===== src/offt_pkg.sv =====
`default_nettype none

package offt_pkg;

  localparam int unsigned MAX_VERTS = 65536;
  localparam int unsigned IDX_W     = $clog2(MAX_VERTS + 1);
  localparam int unsigned NUM_W     = $clog2(MAX_VERTS + 2);
  localparam int unsigned ACC_W     = NUM_W + 4;
  localparam int unsigned OUT_W     = 16;

  localparam logic [IDX_W-1:0] BAD_MARK = IDX_W'(MAX_VERTS);
  localparam logic [NUM_W-1:0] NUM_CAP  = NUM_W'(MAX_VERTS + 1);

  localparam logic [7:0] CH_V     = 8'h76;
  localparam logic [7:0] CH_F     = 8'h66;
  localparam logic [7:0] CH_SPACE = 8'h20;
  localparam logic [7:0] CH_NL    = 8'h0a;
  localparam logic [7:0] CH_MINUS = 8'h2d;
  localparam logic [7:0] CH_PLUS  = 8'h2b;
  localparam logic [7:0] CH_ZERO  = 8'h30;
  localparam logic [7:0] CH_NINE  = 8'h39;

  typedef enum logic [1:0] {
    POS_START  = 2'd0,
    POS_SECOND = 2'd1,
    POS_REST   = 2'd2
  } pos_e;

  typedef enum logic [1:0] {
    KIND_NONE   = 2'd0,
    KIND_V_SEEN = 2'd1,
    KIND_F_SEEN = 2'd2,
    KIND_FACE   = 2'd3
  } kind_e;

  typedef enum logic [1:0] {
    PH_IDLE   = 2'd0,
    PH_SIGN   = 2'd1,
    PH_DIGITS = 2'd2,
    PH_HELD   = 2'd3
  } phase_e;

  typedef struct packed {
    pos_e             pos;
    kind_e            kind;
    logic             prev_sp;
    phase_e           phase;
    logic             neg;
    logic [NUM_W-1:0] num;
    logic [1:0]       fvc;
    logic [IDX_W-1:0] first;
    logic [IDX_W-1:0] prev;
    logic [IDX_W-1:0] vcnt;
  } st_t;

  typedef struct packed {
    logic             valid;
    logic [OUT_W-1:0] first;
    logic [OUT_W-1:0] prev;
    logic [OUT_W-1:0] curr;
    logic             bad;
  } res_t;

  typedef struct packed {
    st_t  s;
    res_t r;
  } step_t;

  localparam st_t RESET_ST = '{
    pos:     POS_START,
    kind:    KIND_NONE,
    prev_sp: 1'b1,
    phase:   PH_IDLE,
    neg:     1'b0,
    num:     '0,
    fvc:     2'd0,
    first:   '0,
    prev:    '0,
    vcnt:    '0
  };

  function automatic logic is_digit(input logic [7:0] b);
    return (b >= CH_ZERO) && (b <= CH_NINE);
  endfunction

  function automatic logic [NUM_W-1:0] accumulate(input logic [NUM_W-1:0] num,
                                                   input logic [7:0] b);
    logic [ACC_W-1:0] v;
    v = ACC_W'(num) * ACC_W'(10) + ACC_W'(b - CH_ZERO);
    return (v > ACC_W'(NUM_CAP)) ? NUM_CAP : NUM_W'(v);
  endfunction

  function automatic logic [IDX_W-1:0] resolve(input st_t s);
    logic [IDX_W-1:0] idx;
    if (s.num == '0) begin
      idx = BAD_MARK;
    end else if (!s.neg) begin
      idx = (s.num > NUM_W'(MAX_VERTS)) ? BAD_MARK : IDX_W'(s.num - NUM_W'(1));
    end else if (s.num > NUM_W'(s.vcnt)) begin
      idx = BAD_MARK;
    end else begin
      idx = s.vcnt - IDX_W'(s.num);
    end
    return idx;
  endfunction

  function automatic logic [OUT_W-1:0] out_index(input logic [IDX_W-1:0] x);
    return (x >= BAD_MARK) ? '0 : OUT_W'(x);
  endfunction

  function automatic step_t close_token(input st_t s);
    step_t            o;
    logic [IDX_W-1:0] idx;
    o.s = s;
    o.r = '0;
    idx = resolve(s);
    if (s.phase == PH_DIGITS || s.phase == PH_HELD) begin
      unique case (s.fvc)
        2'd0: begin
          o.s.first = idx;
          o.s.fvc   = 2'd1;
        end
        2'd1: begin
          o.s.prev = idx;
          o.s.fvc  = 2'd2;
        end
        default: begin
          o.r.valid = 1'b1;
          o.r.first = out_index(s.first);
          o.r.prev  = out_index(s.prev);
          o.r.curr  = out_index(idx);
          o.r.bad   = (s.first >= BAD_MARK) || (s.prev >= BAD_MARK) || (idx >= BAD_MARK);
          o.s.prev  = idx;
        end
      endcase
    end
    o.s.phase = PH_IDLE;
    o.s.neg   = 1'b0;
    o.s.num   = '0;
    return o;
  endfunction

endpackage

`default_nettype wire


===== src/obj_face_fan_triangulator_unit.sv =====
// A result appears on the output register in the cycle after the byte that closes it.
// Throughput: one byte per cycle while stall_o is low; the per-byte state update is one registered pass.
// The output register holds a result while stalled; a new byte is taken whenever
// that register is empty or draining in the same cycle.
// Reset: asynchronous, active low; parser state returns to line start, counters clear.
`default_nettype none

module obj_face_fan_triangulator_unit (
  input  wire logic                      clk_i,
  input  wire logic                      rst_ni,
  input  wire logic                      valid_i,
  output logic                           stall_o,
  input  wire logic [7:0]                text_byte_i,
  input  wire logic                      last_byte_i,
  output logic                           valid_o,
  input  wire logic                      stall_i,
  output logic [offt_pkg::OUT_W-1:0]     index_first_o,
  output logic [offt_pkg::OUT_W-1:0]     index_prev_o,
  output logic [offt_pkg::OUT_W-1:0]     index_curr_o,
  output logic                           bad_index_o
);
  import offt_pkg::*;

  st_t   st_q, st_d;
  res_t  res_d;
  step_t cl;
  logic  accept;
  logic  out_valid_q;
  res_t  out_q;

  assign stall_o = out_valid_q & stall_i;
  assign accept  = valid_i & ~stall_o;

  always_comb begin
    st_d  = st_q;
    res_d = '0;
    cl    = '0;
    if (st_q.kind == KIND_FACE) begin
      if (text_byte_i == CH_SPACE || text_byte_i == CH_NL) begin
        cl    = close_token(st_d);
        st_d  = cl.s;
        res_d = cl.r;
        if (text_byte_i == CH_SPACE) begin
          st_d.prev_sp = 1'b1;
        end
      end else begin
        if (st_q.prev_sp) begin
          st_d.neg = 1'b0;
          st_d.num = '0;
          if (is_digit(text_byte_i)) begin
            st_d.phase = PH_DIGITS;
            st_d.num   = accumulate('0, text_byte_i);
          end else if (text_byte_i == CH_MINUS || text_byte_i == CH_PLUS) begin
            st_d.phase = PH_SIGN;
            st_d.neg   = (text_byte_i == CH_MINUS);
          end else begin
            st_d.phase = PH_IDLE;
          end
        end else if (st_q.phase == PH_SIGN) begin
          if (is_digit(text_byte_i)) begin
            st_d.phase = PH_DIGITS;
            st_d.num   = accumulate(st_q.num, text_byte_i);
          end else begin
            st_d.phase = PH_IDLE;
          end
        end else if (st_q.phase == PH_DIGITS) begin
          if (is_digit(text_byte_i)) begin
            st_d.num = accumulate(st_q.num, text_byte_i);
          end else begin
            st_d.phase = PH_HELD;
          end
        end
        st_d.prev_sp = 1'b0;
      end
    end else if (st_q.pos == POS_START) begin
      if (text_byte_i == CH_V) begin
        st_d.kind = KIND_V_SEEN;
      end else if (text_byte_i == CH_F) begin
        st_d.kind = KIND_F_SEEN;
      end else begin
        st_d.kind = KIND_NONE;
      end
    end else if (st_q.pos == POS_SECOND) begin
      if (text_byte_i == CH_SPACE && st_q.kind == KIND_V_SEEN) begin
        if (st_q.vcnt < IDX_W'(MAX_VERTS)) begin
          st_d.vcnt = st_q.vcnt + IDX_W'(1);
        end
        st_d.kind = KIND_NONE;
      end else if (text_byte_i == CH_SPACE && st_q.kind == KIND_F_SEEN) begin
        st_d.kind    = KIND_FACE;
        st_d.prev_sp = 1'b1;
        st_d.phase   = PH_IDLE;
        st_d.neg     = 1'b0;
        st_d.num     = '0;
        st_d.fvc     = 2'd0;
      end else begin
        st_d.kind = KIND_NONE;
      end
    end

    if (text_byte_i == CH_NL) begin
      st_d.pos     = POS_START;
      st_d.kind    = KIND_NONE;
      st_d.prev_sp = 1'b1;
      st_d.phase   = PH_IDLE;
      st_d.fvc     = 2'd0;
    end else if (st_q.pos == POS_START) begin
      st_d.pos = POS_SECOND;
    end else if (st_q.pos == POS_SECOND) begin
      st_d.pos = POS_REST;
    end

    if (last_byte_i) begin
      if (!res_d.valid && st_d.kind == KIND_FACE) begin
        cl    = close_token(st_d);
        res_d = cl.r;
      end
      st_d = RESET_ST;
    end
  end

  always_ff @(posedge clk_i or negedge rst_ni) begin
    if (!rst_ni) begin
      st_q        <= RESET_ST;
      out_valid_q <= 1'b0;
    end else begin
      if (accept) begin
        st_q <= st_d;
      end
      if (!out_valid_q || !stall_i) begin
        out_valid_q <= accept & res_d.valid;
      end
    end
  end

  always_ff @(posedge clk_i) begin
    if ((!out_valid_q || !stall_i) && accept && res_d.valid) begin
      out_q <= res_d;
    end
  end

  assign valid_o       = out_valid_q;
  assign index_first_o = out_q.first;
  assign index_prev_o  = out_q.prev;
  assign index_curr_o  = out_q.curr;
  assign bad_index_o   = out_q.bad;

endmodule

`default_nettype wire


===== config.mk =====
export PLATFORM = sky130hd
export DESIGN_NAME = obj_face_fan_triangulator_unit
export DESIGN_NICKNAME = d
export VERILOG_FILES = /design/src/offt_pkg.sv /design/src/obj_face_fan_triangulator_unit.sv
export SDC_FILE = /design/constraint.sdc
export NUM_CORES = 1
export LEC_CHECK = 0
export BUFFER_PORTS_ARGS = -buffer_cell sky130_fd_sc_hd__buf_4
export CAP_MARGIN = 20
export CORE_UTILIZATION = 56
export CTS_CLUSTER_DIAMETER = 120
export DETAILED_ROUTE_END_ITERATION = 8
export PLACE_DENSITY = 0.74
export SLEW_MARGIN = 5
export SYNTH_ARGS = -nofsm -noshare
export SYNTH_HDL_FRONTEND = slang
export SYNTH_SLANG_ARGS = --single-unit

===== constraint.sdc =====
create_clock -name clk_i -period 12.3 [get_ports clk_i]
set_clock_uncertainty 0.2 [all_clocks]
set_input_delay 0 -clock clk_i [delete_from_list [all_inputs] [get_ports clk_i]]
set_output_delay 0 -clock clk_i [all_outputs]
set_load 0.05 [all_outputs]

## After elaboration in Yosys (flattened, before gate mapping)

Cells that the tools add are included.

| word-level totals | value |
|---|---|
| register bits | 128 |
| latch bits | 0 |
| RAM bits | 0 |
| bits in read-only memories | 0 |
| input port bits | 13 |
| memories kept | 0 |

| cells by class | value |
|---|---|
| $add $sub $neg | 7 |
| multiply operators | 1 |
| divide/modulo/power cells | 0 |
| $lt $le $gt $ge | 15 |
| eq/ne operators | 21 |
| shift-type cells | 0 |
| mux-type cells | 72 |
| bitwise gates (word level) | 4 |
| reduce and logical (&&, ||, !) cells | 30 |

Operators by type and width:

| cell | count |
|---|---|
| $mux 17 | 26 |
| $mux 50 | 8 |
| $ge 17x17->1 const B | 6 |
| $mux 16 | 6 |
| $mux 78 | 1 |
| $mux 23 | 3 |
| $mux 53 | 1 |
| $mux 25 | 2 |
| $gt 21x17->1 const B | 2 |
| $mux 36 | 1 |
| $gt 17x17->1 | 2 |
| $gt 17x17->1 const B | 2 |
| $logic_not 17->1 | 2 |
| $mux 34 | 1 |
| $sub 17x1->17 const B | 2 |
| $sub 17x17->17 | 2 |
| $mux 2 | 15 |
| $eq 8x6->1 const B | 3 |
| $add 21x21->21 | 1 |
| $mux 21 | 1 |
| $mul 17x3->20 const B | 1 |
| $add 17x1->17 const B | 1 |
| $lt 17x17->1 const B | 1 |
| $eq 8x7->1 const B | 2 |
| 22 further kinds | 58 |

## Depth between registers and ports, before layout

| logic depth | value |
|---|---|
| depth after elaboration | 23 |
| mapped depth | 43 |
| depth with buffers taken out | 39 |

## Worst setup path after synthesis

Ideal clock, no wire load.

| path | value |
|---|---|
| kind | reg2reg |
| start | reg st_q[55] in the netlist's numbering |
| end | reg out_q, in the netlist index_curr_o[7], data pin |
| arrival time | 8,112 ps |
| data required time | 11,829 ps |
| slack | 3,717 ps |
| stages on the path, launching flop included | 39 |
| clock period less this slack | 8,583 ps |
| cells stage by stage | dfrtp_1 -> ha_1 -> ha_1 -> a21o_1 -> a21oi_1 -> o21bai_1 -> a21oi_1 -> o21bai_1 -> a21oi_1 -> nor2b_1 -> o21a_1 -> o41ai_1 -> o21bai_1 -> a21oi_1 -> xnor2_1 -> ha_1 -> clkbuf_1 -> and4_1 -> [3 not listed] -> and2_4 -> buf_6 -> and3_4 -> and2_1 -> buf_2 -> a22oi_1 -> ha_1 -> a21o_1 -> a21oi_1 -> nand2_1 -> o2111ai_1 -> a21boi_0 -> o31a_1 -> o31ai_1 -> clkinv_1 -> a32oi_1 -> and3_1 -> o22ai_1 |

RTL lines:

| item | RTL line | text |
|---|---|---|
| start: declaration | obj_face_fan_triangulator_unit.sv:24 | `st_t st_q, st_d;` |
| start signal: assignment | obj_face_fan_triangulator_unit.sv:128 | `st_q <= st_d;` |
| end signal: assignment | obj_face_fan_triangulator_unit.sv:138 | `out_q <= res_d;` |
| end: declaration | obj_face_fan_triangulator_unit.sv:29 | `res_t out_q;` |

==> results.cfg <==
[run_status]
outcome = completed

[clock_tree]
cts.sinks = 128
h-tree-depth = 4
cts_tree = built
cts_root_buf = clkbuf_16
clk_pin_slew_ns = 0.07
worstSkewPairLatency_ns = 0.44
cts_buffer_depth = 2
cts_buffers = 17

[timing]
hold_violations = 0
setup_violations = 0
rsz0062_at_grt = false
worstMarginPinSlew_ns = 0.9759
whs_ns = 0.01895
drv_slew = 0
fmax_mhz = 107.8
post-route-min-period_ns = 9.273
fin_crit_sh_pct = 75.39
setup_slack_ns = 3.027
tns_ns = 0
slew_headroom_pct = 34.50

[die]
initial_core_util_pct = 57.20
die_area_um2 = 20510
die-height_um = 143.2
fp.dieW_um = 143.2
core_um2 = 19530
num_rows = 51
io_pins = 64

[cells_and_area]
layout-drive-gt1-share_pct = 11.43
nets = 1470
diodes = 0
syn_to_final_growth_pct = 12.48
design_area_um2 = 12560

[synthesis]
syn_area_per_cell_um2 = 8.507
synth_edf_count = 49
yosysSeqAreaShare_pct = 30.88
synthArstFlopShare_pct = 61.72
synth.cell_area_um2 = 11170
yosysWarnings = 0
synthDistinctLibCells = 100
ys_ff_latch = 128
syn-num-nets = 1422
synth-main-ff-cell = dfrtp_1
synthCells = 1313

[drt]
postRouteWirelength_um = 33060
dr.pass1.iters = 6
routedWlPerCell_um = 20.17
drt_iter0_drc = 767
routed_via_density = 6.400
route.detailed.drc = 0
vias = 10490
ant_nets = 0

[place]
placement.io_buffers = 63
hpwl_um = 25050
pre_cts_ws_ns = 3.222
finalWeightedCongestion = 1.025
dpl_cell_area_um2 = 11870

[worst_setup_path]
cp_max_fo = 11
max_stage_delay_ns = 0.52
crit_type = flip-flop to flip-flop
crit_family = compound AO/OA/AOI/OAI gates
critPathArrivalTime_ns = 9.22
crit_top_cell = a21oi_1
start_kind = flip-flop
end_kind = flip-flop
required_ns = 12.25
cp_slowest_cell = o41ai_1
crit_buf_inv = 2

[global_route]
grt_usage_pct = 32.81
grt_pass1_vias = 9510
grt_max_degree = 80
overflow = 0
antenna_found_initial = 0
grt_first_pass_wirelength_um = 51270

[power_and_ir_drop]
p_leak_nw = 5.072
p_seq_share_pct = 43.1
p_clk_share_pct = 50.3
p_sw_share_pct = 25.87
p_per_area_nw_per_um2 = 82.86
ir_drop_mv = 0.06570
p_total_w = 0.001041
p_switching_w = 0.0002693
pwr-share-comb_pct = 6.6
p_int_w = 0.0007717

[min_path]
hold_path_class = input pin to flip-flop

[flow_run]
max_cap_violations = 0
layout by cell type, fill, tap and decap left out, types with 7 or more instances in the layout:
cell type and n:
nand2b_1 13, nor2b_1 24, buf_4 77, and2_1 22, a22o_1 11, nand4_1 22, o22ai_1 37, mux2i_1 19
dlygate4sd3_1 7, edfxtp_1 49, a22oi_1 12, dfrtp_1 78, xnor2_1 60, a31oi_1 14, or2_2 10, o21ai_1 16
o21ai_0 95, nor2_1 97, nor3b_1 22, xor2_1 26, clkbuf_16 17, ha_1 92, a21oi_1 102, nor3_1 27
nand2_1 112, o21a_1 12, and4_1 7, nand3_1 29, a32oi_1 8, a21o_1 15, or3_1 13, and3_1 10
o31ai_1 8, inv_1 65, or4_1 8
flip-flops by register name (all words and copies together), names as in the netlist:
signal,count
st_q,78
index_curr_o,16
index_first_o,16
index_prev_o,16
bad_index_o,1
valid_o,1
routing by layer:
layer / up-vias / share of wire (%) / GRT usage [%] / wire length [µm]
met3: 73 / 6.6 / 4.527 / 2197
met5: - / 0 / 0 / 0
met4: 0 / 3.9 / 13.33 / 1294
met1: 4993 / 42 / 42.63 / 13880
li1: 4976 / - / - / -
met2: 448 / 47 / 54.87 / 15690
synthesized netlist by cell type, types with 22 or more instances:
cell type	instances	area, µm²
nand2_1	113	424.2
a21oi_1	102	510.5
nor2_1	98	367.9
o21ai_0	95	475.5
ha_1	92	1151
dfrtp_1	78	1952
inv_1	65	244.0
xnor2_1	60	525.5
edfxtp_1	49	1471
clkbuf_1	42	157.7
o22ai_1	37	231.5
nand3_1	29	145.1
nor3_1	28	140.1
xor2_1	26	227.7
nor2b_1	24	150.1
and2_1	22	137.6
nand4_1	22	137.6
nor3b_1	22	165.2
stage by stage:
step,cells,util (%)
floorplan,1313,-
global placement,1599,60.80
detailed placement,1599,60.80
CTS,1637,64.19
global route,1639,64.34
finish,1639,64.34
power groups by stage:
stage          Clock (W)  Combinational, W  Sequential [W]
2_1_floorplan          0         0.0000452        0.000454
3_3_place_gp           0         0.0000645        0.000457
3_5_place_dp           0         0.0000651        0.000457
4_1_cts         0.000524         0.0000669        0.000449
5_1_grt         0.000540         0.0000758        0.000449
6_report        0.000524         0.0000684        0.000449
cell families (layout without fill, tap and decap cells):
group | count (synthesis) | after routing | share of synthesized area, %
xor gates and xnor gates | 87 | 87 | 6.956
buffers and inverters | 123 | 184 | 4.346
DFF | 128 | 128 | 30.88
AOI/OAI and AO/OA | 410 | 410 | 23.89
and+or+nand+nor | 448 | 448 | 20.99
adders and majority gates | 96 | 96 | 11.02
muxes | 21 | 21 | 1.904
worst paths after layout:
kind | from | to | slack (ns) | cells past startpoint
max | st_q[55] | index_curr_o[7] | 3.03 | 37
min | valid_i | st_q[77] | 0.02 | 4
max reg2reg | st_q[55] | index_curr_o[7] | 3.03 | 37
min reg2reg | st_q[48] | st_q[48] | 0.31 | 2
max in group asynchronous | rst_ni | st_q[11] | 10.82 | 4
min in group asynchronous | rst_ni | st_q[34] | 0.45 | 3
worst min-delay path: cells and delay by family:
family | cells | cell delay, ns
buf+inv | 2 | 0.40
compound gates | 1 | 0.11
simple gates | 1 | 0.11
cell type report:
class                   instances  area [µm²]
repair buffers                 85       668.1
clock inverters                15       175.2
multi-input cells            1062        7262
fillers                      1702        6963
inverters                      67       251.5
clock buffers                  17       425.4
well taps                     265       331.6
flip-flops and latches        128        3450
timing repair:
action	CTS	global route
buffers inserted	0	0
hold endpoints to repair	100	37
hold buffers	6	1
resized for setup	0	0
Power figures use the tool's default switching activity.
